File: src/rtl/arpc_pkg.sv
package arpc_pkg;

  localparam int IP_W    = 32;
  localparam int MAC_W   = 48;
  localparam int IFACE_W = 2;
  localparam int TIME_W  = 32;
  localparam int CNT_W   = 32;
  localparam int ACT_W   = 2;

  localparam logic [TIME_W-1:0] TTL_RESET = TIME_W'(300000);

  // operation kinds
  localparam logic KIND_LOOKUP = 1'b0;
  localparam logic KIND_INSERT = 1'b1;

  // insert_action codes
  localparam logic [ACT_W-1:0] ACT_LOOKUP  = 2'd0;
  localparam logic [ACT_W-1:0] ACT_REFRESH = 2'd1;
  localparam logic [ACT_W-1:0] ACT_FILL    = 2'd2;
  localparam logic [ACT_W-1:0] ACT_EVICT   = 2'd3;

  typedef struct packed {
    logic               kind;
    logic [IFACE_W-1:0] iface;
    logic [IP_W-1:0]    ip_addr;
    logic [MAC_W-1:0]   mac_addr;
    logic [TIME_W-1:0]  now;
  } req_t;

  typedef struct packed {
    logic               found;
    logic [MAC_W-1:0]   mac_out;
    logic               expired;
    logic [ACT_W-1:0]   insert_action;
    logic [CNT_W-1:0]   hit_count;
    logic [CNT_W-1:0]   miss_count;
    logic [CNT_W-1:0]   insert_count;
    logic [CNT_W-1:0]   eviction_count;
  } rsp_t;

  typedef struct packed {
    logic [IFACE_W-1:0] iface;
    logic [IP_W-1:0]    ip;
    logic [MAC_W-1:0]   mac;
    logic [TIME_W-1:0]  expiry;
  } entry_t;

  // controller -> datapath
  typedef struct packed {
    logic load;    // capture the request, restart the scan accumulators
    logic rd;      // read the table at the scan address
    logic commit;  // apply the decision, update counters, emit the result
  } cmd_t;

  // datapath -> controller
  typedef struct packed {
    logic out_free;
  } sts_t;

endpackage

File: src/rtl/arpc_in_if.sv
interface arpc_in_if;
  logic                          valid;
  logic                          ready;
  logic                          kind;
  logic [arpc_pkg::IFACE_W-1:0]  iface;
  logic [arpc_pkg::IP_W-1:0]     ip_addr;
  logic [arpc_pkg::MAC_W-1:0]    mac_addr;
  logic [arpc_pkg::TIME_W-1:0]   now;

  modport source (output valid, kind, iface, ip_addr, mac_addr, now, input ready);
  modport sink   (input valid, kind, iface, ip_addr, mac_addr, now, output ready);
endinterface

File: src/rtl/arpc_out_if.sv
interface arpc_out_if;
  logic                          valid;
  logic                          ready;
  logic                          found;
  logic [arpc_pkg::MAC_W-1:0]    mac_out;
  logic                          expired;
  logic [arpc_pkg::ACT_W-1:0]    insert_action;
  logic [arpc_pkg::CNT_W-1:0]    hit_count;
  logic [arpc_pkg::CNT_W-1:0]    miss_count;
  logic [arpc_pkg::CNT_W-1:0]    insert_count;
  logic [arpc_pkg::CNT_W-1:0]    eviction_count;

  modport source (output valid, found, mac_out, expired, insert_action, hit_count,
                  miss_count, insert_count, eviction_count, input ready);
  modport sink   (input valid, found, mac_out, expired, insert_action, hit_count,
                  miss_count, insert_count, eviction_count, output ready);
endinterface

File: src/rtl/arpc_ctrl.sv
module arpc_ctrl #(
  parameter int ENTRIES = 32
) (
  input  logic                       clk,
  input  logic                       rst_n,
  input  logic                       in_valid,
  output logic                       in_ready,
  input  arpc_pkg::sts_t             sts,
  output arpc_pkg::cmd_t             cmd,
  output logic [$clog2(ENTRIES)-1:0] rd_addr
);

  localparam int IDX_W = $clog2(ENTRIES);
  localparam logic [IDX_W-1:0] LAST_IDX = IDX_W'(ENTRIES - 1);

  localparam logic [1:0] S_IDLE   = 2'd0;
  localparam logic [1:0] S_SCAN   = 2'd1;
  localparam logic [1:0] S_LAST   = 2'd2;
  localparam logic [1:0] S_COMMIT = 2'd3;

  logic [1:0]       state_r, state_nxt;
  logic [IDX_W-1:0] cnt_r, cnt_nxt;

  always_comb begin
    state_nxt = state_r;
    cnt_nxt   = cnt_r;
    cmd       = '0;
    in_ready  = 1'b0;
    rd_addr   = cnt_r;
    case (state_r)
      S_IDLE: begin
        in_ready = 1'b1;
        if (in_valid) begin
          cmd.load  = 1'b1;
          cnt_nxt   = '0;
          state_nxt = S_SCAN;
        end
      end
      S_SCAN: begin
        cmd.rd  = 1'b1;
        cnt_nxt = cnt_r + 1'b1;
        if (cnt_r == LAST_IDX) begin
          state_nxt = S_LAST;
        end
      end
      S_LAST: begin
        // last read word is folded into the accumulators this cycle
        state_nxt = S_COMMIT;
      end
      S_COMMIT: begin
        // hold until the output register can take the result
        if (sts.out_free) begin
          cmd.commit = 1'b1;
          state_nxt  = S_IDLE;
        end
      end
      default: begin
        state_nxt = S_IDLE;
      end
    endcase
  end

  always_ff @(posedge clk) begin
    if (!rst_n) begin
      state_r <= S_IDLE;
      cnt_r   <= '0;
    end else begin
      state_r <= state_nxt;
      cnt_r   <= cnt_nxt;
    end
  end

endmodule

File: src/rtl/arpc_dp.sv
module arpc_dp #(
  parameter int ENTRIES = 32
) (
  input  logic                       clk,
  input  logic                       rst_n,
  input  arpc_pkg::cmd_t             cmd,
  input  logic [$clog2(ENTRIES)-1:0] rd_addr,
  output arpc_pkg::sts_t             sts,
  input  arpc_pkg::req_t             req,
  input  logic                       cfg_we,
  input  logic [arpc_pkg::TIME_W-1:0] cfg_wdata,
  output logic                       out_valid,
  input  logic                       out_ready,
  output arpc_pkg::rsp_t             rsp
);

  localparam int IDX_W = $clog2(ENTRIES);

  // table: one word per entry, plus an in-use bit per entry (set on insert, cleared on an expired lookup)
  arpc_pkg::entry_t mem [ENTRIES];
  logic [ENTRIES-1:0] used_r, used_nxt;

  logic [arpc_pkg::TIME_W-1:0] ttl_r;
  arpc_pkg::req_t              req_r;

  arpc_pkg::entry_t rd_data_r;
  logic             rd_used_r;
  logic             rd_vld_r;
  logic [IDX_W-1:0] rd_idx_r;

  logic                        match_hit_r, match_hit_nxt;
  logic [IDX_W-1:0]            match_idx_r, match_idx_nxt;
  logic [arpc_pkg::TIME_W-1:0] match_exp_r, match_exp_nxt;
  logic [arpc_pkg::MAC_W-1:0]  match_mac_r, match_mac_nxt;
  logic                        free_hit_r, free_hit_nxt;
  logic [IDX_W-1:0]            free_idx_r, free_idx_nxt;
  logic [IDX_W-1:0]            min_idx_r, min_idx_nxt;
  logic [arpc_pkg::TIME_W-1:0] min_exp_r, min_exp_nxt;

  logic [arpc_pkg::CNT_W-1:0]  hits_r, hits_nxt;
  logic [arpc_pkg::CNT_W-1:0]  misses_r, misses_nxt;
  logic [arpc_pkg::CNT_W-1:0]  inserts_r, inserts_nxt;
  logic [arpc_pkg::CNT_W-1:0]  evicts_r, evicts_nxt;

  logic                        out_valid_r;
  arpc_pkg::rsp_t              rsp_r, rsp_nxt;

  logic                        ent_busy;
  logic                        ent_match;
  logic [arpc_pkg::TIME_W:0]   exp_sum;
  logic [arpc_pkg::TIME_W-1:0] new_exp;
  logic                        mem_we;
  logic [IDX_W-1:0]            wr_idx;
  arpc_pkg::entry_t            wr_data;

  assign sts.out_free = !out_valid_r || out_ready;
  assign out_valid    = out_valid_r;
  assign rsp          = rsp_r;

  // scan: fold one table word per cycle into the three searches
  always_comb begin
    ent_busy  = rd_used_r && (rd_data_r.expiry != '0);
    ent_match = ent_busy && (rd_data_r.iface == req_r.iface) && (rd_data_r.ip == req_r.ip_addr);

    match_hit_nxt = match_hit_r;
    match_idx_nxt = match_idx_r;
    match_exp_nxt = match_exp_r;
    match_mac_nxt = match_mac_r;
    free_hit_nxt  = free_hit_r;
    free_idx_nxt  = free_idx_r;
    min_idx_nxt   = min_idx_r;
    min_exp_nxt   = min_exp_r;

    if (cmd.load) begin
      match_hit_nxt = 1'b0;
      free_hit_nxt  = 1'b0;
    end else if (rd_vld_r) begin
      if (ent_match && !match_hit_r) begin
        match_hit_nxt = 1'b1;
        match_idx_nxt = rd_idx_r;
        match_exp_nxt = rd_data_r.expiry;
        match_mac_nxt = rd_data_r.mac;
      end
      if (!ent_busy && !free_hit_r) begin
        free_hit_nxt = 1'b1;
        free_idx_nxt = rd_idx_r;
      end
      // strict compare keeps the lowest index on a tie
      if ((rd_idx_r == '0) || (rd_data_r.expiry < min_exp_r)) begin
        min_idx_nxt = rd_idx_r;
        min_exp_nxt = rd_data_r.expiry;
      end
    end
  end

  // commit: decide, write back, count, build the result
  always_comb begin
    exp_sum = {1'b0, req_r.now} + {1'b0, ttl_r};
    new_exp = exp_sum[arpc_pkg::TIME_W] ? '1 : exp_sum[arpc_pkg::TIME_W-1:0];

    used_nxt    = used_r;
    hits_nxt    = hits_r;
    misses_nxt  = misses_r;
    inserts_nxt = inserts_r;
    evicts_nxt  = evicts_r;
    mem_we      = 1'b0;
    wr_idx      = match_idx_r;
    wr_data.iface  = req_r.iface;
    wr_data.ip     = req_r.ip_addr;
    wr_data.mac    = req_r.mac_addr;
    wr_data.expiry = new_exp;
    rsp_nxt     = '0;

    if (cmd.commit) begin
      if (req_r.kind == arpc_pkg::KIND_LOOKUP) begin
        rsp_nxt.insert_action = arpc_pkg::ACT_LOOKUP;
        if (!match_hit_r) begin
          misses_nxt = misses_r + 1'b1;
        end else if (req_r.now >= match_exp_r) begin
          used_nxt[match_idx_r] = 1'b0;
          rsp_nxt.expired       = 1'b1;
          misses_nxt            = misses_r + 1'b1;
        end else begin
          rsp_nxt.found   = 1'b1;
          rsp_nxt.mac_out = match_mac_r;
          hits_nxt        = hits_r + 1'b1;
        end
      end else begin
        mem_we      = 1'b1;
        inserts_nxt = inserts_r + 1'b1;
        if (match_hit_r) begin
          wr_idx                = match_idx_r;
          rsp_nxt.insert_action = arpc_pkg::ACT_REFRESH;
        end else if (free_hit_r) begin
          wr_idx                = free_idx_r;
          rsp_nxt.insert_action = arpc_pkg::ACT_FILL;
        end else begin
          wr_idx                = min_idx_r;
          rsp_nxt.insert_action = arpc_pkg::ACT_EVICT;
          evicts_nxt            = evicts_r + 1'b1;
        end
        used_nxt[wr_idx] = 1'b1;
      end
    end

    rsp_nxt.hit_count      = hits_nxt;
    rsp_nxt.miss_count     = misses_nxt;
    rsp_nxt.insert_count   = inserts_nxt;
    rsp_nxt.eviction_count = evicts_nxt;
  end

  always_ff @(posedge clk) begin
    if (mem_we) begin
      mem[wr_idx] <= wr_data;
    end
    if (cmd.rd) begin
      rd_data_r <= mem[rd_addr];
      rd_used_r <= used_r[rd_addr];
    end
    rd_idx_r <= rd_addr;
    if (cmd.load) begin
      req_r <= req;
    end
    if (cmd.commit) begin
      rsp_r <= rsp_nxt;
    end
    match_idx_r <= match_idx_nxt;
    match_exp_r <= match_exp_nxt;
    match_mac_r <= match_mac_nxt;
    free_idx_r  <= free_idx_nxt;
    min_idx_r   <= min_idx_nxt;
    min_exp_r   <= min_exp_nxt;
  end

  always_ff @(posedge clk) begin
    if (!rst_n) begin
      used_r      <= '0;
      ttl_r       <= arpc_pkg::TTL_RESET;
      rd_vld_r    <= 1'b0;
      match_hit_r <= 1'b0;
      free_hit_r  <= 1'b0;
      hits_r      <= '0;
      misses_r    <= '0;
      inserts_r   <= '0;
      evicts_r    <= '0;
      out_valid_r <= 1'b0;
    end else begin
      used_r      <= used_nxt;
      if (cfg_we) begin
        ttl_r <= cfg_wdata;
      end
      rd_vld_r    <= cmd.rd;
      match_hit_r <= match_hit_nxt;
      free_hit_r  <= free_hit_nxt;
      hits_r      <= hits_nxt;
      misses_r    <= misses_nxt;
      inserts_r   <= inserts_nxt;
      evicts_r    <= evicts_nxt;
      if (cmd.commit) begin
        out_valid_r <= 1'b1;
      end else if (out_ready) begin
        out_valid_r <= 1'b0;
      end
    end
  end

endmodule

File: src/rtl/arp_cache_with_expiry.sv
// Address-resolution cache with per-entry expiry.
// in_ch carries one operation per transaction: a lookup (kind 0) or an
// insert/refresh (kind 1) with interface, IPv4 address, MAC and current tick.
// out_ch returns exactly one result transaction per operation: hit/expired
// flags, the MAC on a hit, the insert action and the four running counters.
// cfg_we/cfg_wdata set the lifetime in ticks; write it only while idle.
// Timing: each operation scans the table one entry per cycle through a single
// read port, then takes a last fold step and a commit step before its result
// is valid. One operation is in flight at a time; in_ch.ready is high only
// while the scanner is idle, so the next operation is taken only after the
// previous one has committed. The result register frees the input from
// waiting on out_ch.ready.
// Reset (synchronous, rst_n low): all entries free, counters zero, lifetime
// 300000 ticks. Entry payloads are not cleared; an in-use bit per entry marks
// the occupied ones.
// Stall: if out_ch.ready stays low, the finished result holds in the output
// register and the next operation waits before its commit step.
module arp_cache_with_expiry #(
  parameter int ENTRIES = 32
) (
  input  logic                        clk,
  input  logic                        rst_n,
  arpc_in_if.sink                     in_ch,
  arpc_out_if.source                  out_ch,
  input  logic                        cfg_we,
  input  logic [arpc_pkg::TIME_W-1:0] cfg_wdata
);

  arpc_pkg::cmd_t             cmd;
  arpc_pkg::sts_t             sts;
  arpc_pkg::req_t             req;
  arpc_pkg::rsp_t             rsp;
  logic [$clog2(ENTRIES)-1:0] rd_addr;
  logic                       in_ready;
  logic                       out_valid;

  // pack the incoming transaction
  assign req.kind     = in_ch.kind;
  assign req.iface    = in_ch.iface;
  assign req.ip_addr  = in_ch.ip_addr;
  assign req.mac_addr = in_ch.mac_addr;
  assign req.now      = in_ch.now;
  assign in_ch.ready  = in_ready;

  // controller: sequences accept, table scan and commit
  arpc_ctrl #(
    .ENTRIES (ENTRIES)
  ) u_ctrl (
    .clk      (clk),
    .rst_n    (rst_n),
    .in_valid (in_ch.valid),
    .in_ready (in_ready),
    .sts      (sts),
    .cmd      (cmd),
    .rd_addr  (rd_addr)
  );

  // datapath: table memory, search accumulators, counters, output register
  arpc_dp #(
    .ENTRIES (ENTRIES)
  ) u_dp (
    .clk       (clk),
    .rst_n     (rst_n),
    .cmd       (cmd),
    .rd_addr   (rd_addr),
    .sts       (sts),
    .req       (req),
    .cfg_we    (cfg_we),
    .cfg_wdata (cfg_wdata),
    .out_valid (out_valid),
    .out_ready (out_ch.ready),
    .rsp       (rsp)
  );

  // drive the result transaction from the output register
  assign out_ch.valid          = out_valid;
  assign out_ch.found          = rsp.found;
  assign out_ch.mac_out        = rsp.mac_out;
  assign out_ch.expired        = rsp.expired;
  assign out_ch.insert_action  = rsp.insert_action;
  assign out_ch.hit_count      = rsp.hit_count;
  assign out_ch.miss_count     = rsp.miss_count;
  assign out_ch.insert_count   = rsp.insert_count;
  assign out_ch.eviction_count = rsp.eviction_count;

endmodule

File: src/flat_wrapper.sv
// flat-port wrapper written by rule: the top's interface ports become plain ports
module arp_cache_with_expiry_flat 
#(
  parameter int ENTRIES = 32
)
  (clk, rst_n, cfg_we, cfg_wdata, in_ch_valid, in_ch_kind, in_ch_iface, in_ch_ip_addr, in_ch_mac_addr, in_ch_now, in_ch_ready, out_ch_valid, out_ch_found, out_ch_mac_out, out_ch_expired, out_ch_insert_action, out_ch_hit_count, out_ch_miss_count, out_ch_insert_count, out_ch_eviction_count, out_ch_ready);
  arpc_in_if in_ch_i ();
  arpc_out_if out_ch_i ();
  input  logic clk;
  input  logic rst_n;
  input  logic cfg_we;
  input  logic [arpc_pkg::TIME_W-1:0] cfg_wdata;
  input wire logic [$bits(in_ch_i.valid)-1:0] in_ch_valid;
  input wire logic [$bits(in_ch_i.kind)-1:0] in_ch_kind;
  input wire logic [$bits(in_ch_i.iface)-1:0] in_ch_iface;
  input wire logic [$bits(in_ch_i.ip_addr)-1:0] in_ch_ip_addr;
  input wire logic [$bits(in_ch_i.mac_addr)-1:0] in_ch_mac_addr;
  input wire logic [$bits(in_ch_i.now)-1:0] in_ch_now;
  output wire logic [$bits(in_ch_i.ready)-1:0] in_ch_ready;
  output wire logic [$bits(out_ch_i.valid)-1:0] out_ch_valid;
  output wire logic [$bits(out_ch_i.found)-1:0] out_ch_found;
  output wire logic [$bits(out_ch_i.mac_out)-1:0] out_ch_mac_out;
  output wire logic [$bits(out_ch_i.expired)-1:0] out_ch_expired;
  output wire logic [$bits(out_ch_i.insert_action)-1:0] out_ch_insert_action;
  output wire logic [$bits(out_ch_i.hit_count)-1:0] out_ch_hit_count;
  output wire logic [$bits(out_ch_i.miss_count)-1:0] out_ch_miss_count;
  output wire logic [$bits(out_ch_i.insert_count)-1:0] out_ch_insert_count;
  output wire logic [$bits(out_ch_i.eviction_count)-1:0] out_ch_eviction_count;
  input wire logic [$bits(out_ch_i.ready)-1:0] out_ch_ready;
  assign in_ch_i.valid = in_ch_valid;
  assign in_ch_i.kind = in_ch_kind;
  assign in_ch_i.iface = in_ch_iface;
  assign in_ch_i.ip_addr = in_ch_ip_addr;
  assign in_ch_i.mac_addr = in_ch_mac_addr;
  assign in_ch_i.now = in_ch_now;
  assign in_ch_ready = in_ch_i.ready;
  assign out_ch_valid = out_ch_i.valid;
  assign out_ch_found = out_ch_i.found;
  assign out_ch_mac_out = out_ch_i.mac_out;
  assign out_ch_expired = out_ch_i.expired;
  assign out_ch_insert_action = out_ch_i.insert_action;
  assign out_ch_hit_count = out_ch_i.hit_count;
  assign out_ch_miss_count = out_ch_i.miss_count;
  assign out_ch_insert_count = out_ch_i.insert_count;
  assign out_ch_eviction_count = out_ch_i.eviction_count;
  assign out_ch_i.ready = out_ch_ready;
  arp_cache_with_expiry #(.ENTRIES(ENTRIES)) u_core (.clk(clk), .rst_n(rst_n), .in_ch(in_ch_i), .out_ch(out_ch_i), .cfg_we(cfg_we), .cfg_wdata(cfg_wdata));
endmodule
File: config.mk
export PLATFORM = sky130hd
export DESIGN_NAME = arp_cache_with_expiry_flat
export DESIGN_NICKNAME = d
export VERILOG_FILES = /design/src/rtl/arpc_pkg.sv /design/src/rtl/arpc_in_if.sv /design/src/rtl/arpc_out_if.sv /design/src/rtl/arpc_ctrl.sv /design/src/rtl/arpc_dp.sv /design/src/rtl/arp_cache_with_expiry.sv /design/src/flat_wrapper.sv
export SDC_FILE = /design/constraint.sdc
export NUM_CORES = 2
export LEC_CHECK = 0
export BUFFER_PORTS_ARGS = -buffer_cell sky130_fd_sc_hd__buf_2
export CORE_MARGIN = 10
export CORE_UTILIZATION = 40
export CTS_CLUSTER_SIZE = 28
export DETAILED_ROUTE_END_ITERATION = 12
export PLACE_DENSITY_LB_ADDON = 0.05
export SYNTH_ARGS = -nofsm -noshare
export SYNTH_HDL_FRONTEND = slang
export SYNTH_HIERARCHICAL = 1
export SYNTH_SLANG_ARGS = --single-unit
File: constraint.sdc
create_clock -name clk -period 17.7 [get_ports clk]
set_input_delay 5.31 -clock clk [delete_from_list [all_inputs] [get_ports clk]]
set_output_delay 5.31 -clock clk [all_outputs]
set_load 0.05 [all_outputs]
==> results.txt <==
Met1 Use GR = 0.2891
Top cell family by delay on the critical path = buffers and inverters
Number of cell rows = 237
Count of filler cells inserted in the layout = 34750
Class of the worst hold path = register to register
Ports placed on the boundary = 334
Total power per unit cell area = 136.0 nW/µm²
Number of nets in the synthesized netlist = 7714
Die extent in x = 668.2 µm
Cells after synthesis = 7456
Post-Synthesis Cell Area = 168100 µm²
Clock tree sinks = 4393
Data arrival, critical path = 10.37 ns
Clock Pin Slew Worst Setup and Hold Paths = 0.06 ns
Setup Slack @ Placement = 6.584 ns
Top cells by area, synth = sky130_fd_sc_hd__edfxtp_1 75%, sky130_fd_sc_hd__mux4_2 15%, sky130_fd_sc_hd__dfxtp_1 2.5%
Pin count of the biggest net entering global routing = 139
Net count of the finished layout = 8438
Instance area after placement = 177700 µm²
Number of hold violations in the final report = 0
Number of antenna violations at the first check in global routing = 44
Critical path launch point type = input port
Residual antenna-violating net count after detailed routing = 0
M2 GR Usage = 0.3229
Ratio of final minimum period to clock period = 0.5515
Fin worst setup slack = 7.938 ns
Final Util = 0.4619
Effective utilization at floorplan = 0.4025
CP Max Fanout = 43
Max-slew violation count = 0
Share of cells above drive strength 1 = 0.3069
Cell types with the highest counts after synthesis = 4185 x sky130_fd_sc_hd__edfxtp_1, 1150 x sky130_fd_sc_hd__mux4_2, 253 x sky130_fd_sc_hd__clkbuf_1
Detailed-route via count = 79040
Most area-hungry cell type in the Yosys netlist = sky130_fd_sc_hd__edfxtp_1
Count of TritonRoute iterations in the first routing pass = 7
Critical setup path kind = input port to register
Estimated wirelength of the detail-placed design = 266300 µm
Outcome = finished, final reports clean
Clock latency on the worst-skew pair = 1.00 ns
Most congested layer reported by global routing = met2
Dominant synthesized flop cell = sky130_fd_sc_hd__edfxtp_1
Setup bufs post-CTS = 0
Total negative slack = 0 ns
Normalized max-slew margin = 0.1242
CTS tree = built
Maximum level of the CTS H-tree = 5
Share of synthesized registers carrying an async set or reset = 0
Slew @ Worst Pin = 1.314 ns
Number of enable flip-flop cells after synthesis = 4185
Cell variety after synth = 75
Met3 capacity usage during global routing = 0.03560
Endpoint required time on the critical path = 18.31 ns
Gr ovfl total = 0
Yosys warning total = 6
Area fraction of the dominant cell type after synthesis = 0.7477
DRC errors left = 0
Maximum count of clock buffers along a single path = 4
Die area = 446500 µm²
Largest stage delay on the critical path = 0.82 ns
Number of CTS-inserted buffers = 468
Placer Congestion = 0.7736
Final count of negative-setup-slack endpoints = 0
IO buf count = 333
Setup crit end kind = register
Mean area per synthesized cell = 22.54 µm²
Leakage power summed over all cells = 0.06056 µW
CTS hold repair buffers = 0
Sequential area share after synthesis = 0.7725
Fin crit period = 9.762 ns
Routed length per instance = 32.56 µm
Cell repeated most along the worst path = sky130_fd_sc_hd__buf_4
Post-route cell area = 192900 µm²
Setup repair after global routing missed its margin = false
Max Clock Freq = 0.1024 GHz
CP cell instances = buf_2 > nand2b_1 > and2_4 > nand2_1 > inv_1 > mux2i_1 > nand3_1 > nor2_4 > buf_4 > buf_4 > buf_4
Sum of routed wire length over all layers = 458900 µm
Die span in y = 668.2 µm
Vias per Instance = 5.608
Largest clock skew in the final design = 0.05501 ns
Max-cap violations = 0
Global-route total usage across every layer = 0.2026
Number of global-route vias before repair = 82180
Placeable core region = 417500 µm²
Clock root buffer master = sky130_fd_sc_hd__clkbuf_16
Layout-stage area growth over the synthesis result = 14.76%
Cell with the largest stage delay on the worst path = sky130_fd_sc_hd__buf_4
Post-synthesis sequential element count = 4393
Most frequent cell after synthesis = sky130_fd_sc_hd__edfxtp_1
Worst-case vdd ir drop = 0.08554 mV
First-pass GRT wire length = 646500 µm
First-iteration detailed-routing DRC count = 7383
Post_cts resized = 0
CP Buf/Inv Count = 5
==> cell type report <==
class / instances / area [µm²] / area share
Sequential cell: 4393 / 129900 / 0.6733
Multi-Input combinational cell: 2636 / 36940 / 0.1915
Clock buffer: 582 / 12440 / 0.06449
Tap cell: 5497 / 6878 / 0.03566
Timing Repair Buffer: 589 / 3736 / 0.01937
Clock inverter: 291 / 2649 / 0.01373
Inverter: 92 / 345.3 / 0.001790
Antenna cell: 14 / 35.03 / 0.0001816
==> state kept, by name (all words and copies together) (netlist names), 48 cells and up <==
register / count
u_core/u_dp/match_mac_r: 48
u_core/u_dp/rsp: 180
u_core/u_dp/req_r: 115
u_core/u_dp/mem: 3648
u_core/u_dp/rd_data_r: 114
==> power breakdown <==
group | internal, µW | switching (µW) | total (µW) | leakage (µW)
Clock | 5550 | 4090 | 9640 | 0.00738
Combinational | 1360 | 2540 | 3900 | 0.0137
Sequential | 12500 | 222 | 12700 | 0.0395
Total | 19400 | 6850 | 26200 | 0.0606
==> stage by stage <==
stage	hold WS, ns	total power (µW)	instances
detailed placement	0.4045	16930	13210
finish	0.4057	26220	14090
floorplan	0.3664	15190	7456
global placement	0.4046	16870	13210
global route	0.4182	27230	14080
CTS	0.3985	26620	14080
==> cells by family (layout without fill, tap and decap cells) <==
family	count (synthesis)	in the layout	synth area share
buf+inv	427	1554	0.009842
fa+ha+maj	106	106	0.007936
simple gates	763	763	0.02423
mux	1342	1342	0.1664
xor+xnor	169	169	0.008807
other cells	0	14	0
compound gates	256	256	0.01024
flops	4393	4393	0.7725
==> layer usage <==
layer	routed length (µm)	up-vias
li1	-	32780
met1	201000	43250
met2	216400	2365
met3	27870	637
met4	13480	14
met5	89	-
==> path summary, 6_finish.rpt <==
path,startpoint,to,slack (ns),cells past startpoint
max reg2reg,u_core/u_ctrl/rd_addr[1],u_core/u_dp/rd_data_r[65],11.87,7
min reg2reg,u_core/u_dp/rd_data_r[70],u_core/u_dp/match_mac_r[38],0.41,0
min,u_core/u_dp/rd_data_r[70],u_core/u_dp/match_mac_r[38],0.41,0
max,out_ch_ready,u_core/u_dp/mem[1][67],7.94,11
==> worst register-to-register path: stages (launching register included) <==
cell                      delay (ns)
sky130_fd_sc_hd__dfxtp_4        0.74
sky130_fd_sc_hd__buf_4          0.86
sky130_fd_sc_hd__buf_4          0.83
sky130_fd_sc_hd__buf_4          0.76
sky130_fd_sc_hd__buf_4          0.88
sky130_fd_sc_hd__mux4_2         0.64
sky130_fd_sc_hd__mux4_2         0.56
sky130_fd_sc_hd__mux2_2         0.32
==> layout by cell type (no fill, tap or decap), types with 14 or more instances in the layout <==
cell type                    instances
sky130_fd_sc_hd__and3_1             32
sky130_fd_sc_hd__o221a_2            17
sky130_fd_sc_hd__nor2_1             96
sky130_fd_sc_hd__dfxtp_1           203
sky130_fd_sc_hd__inv_1              91
sky130_fd_sc_hd__o21a_1             14
sky130_fd_sc_hd__mux2i_1            70
sky130_fd_sc_hd__o21ai_0            53
sky130_fd_sc_hd__nand2b_1           41
sky130_fd_sc_hd__clkinvlp_4         21
sky130_fd_sc_hd__nor4_1             27
sky130_fd_sc_hd__clkbuf_1           92
sky130_fd_sc_hd__clkbuf_16         475
sky130_fd_sc_hd__mux4_2           1150
sky130_fd_sc_hd__a21o_1             27
sky130_fd_sc_hd__ha_1              104
sky130_fd_sc_hd__nand2_1           156
sky130_fd_sc_hd__mux2_2            121
sky130_fd_sc_hd__and2_1            150
sky130_fd_sc_hd__buf_2             332
sky130_fd_sc_hd__nor3_1             31
sky130_fd_sc_hd__a31oi_1            18
sky130_fd_sc_hd__nor2_4             34
sky130_fd_sc_hd__clkbuf_8           15
sky130_fd_sc_hd__buf_4             245
sky130_fd_sc_hd__edfxtp_1         4185
sky130_fd_sc_hd__bufinv_16          40
sky130_fd_sc_hd__diode_2            14
sky130_fd_sc_hd__xnor2_1            91
sky130_fd_sc_hd__clkinv_1          100
sky130_fd_sc_hd__a21oi_1            75
sky130_fd_sc_hd__and4_1             19
sky130_fd_sc_hd__clkinv_2          107
sky130_fd_sc_hd__nand4_1            59
sky130_fd_sc_hd__xor2_1             78
sky130_fd_sc_hd__nand3_1            53
Power figures use the tool's default switching activity.
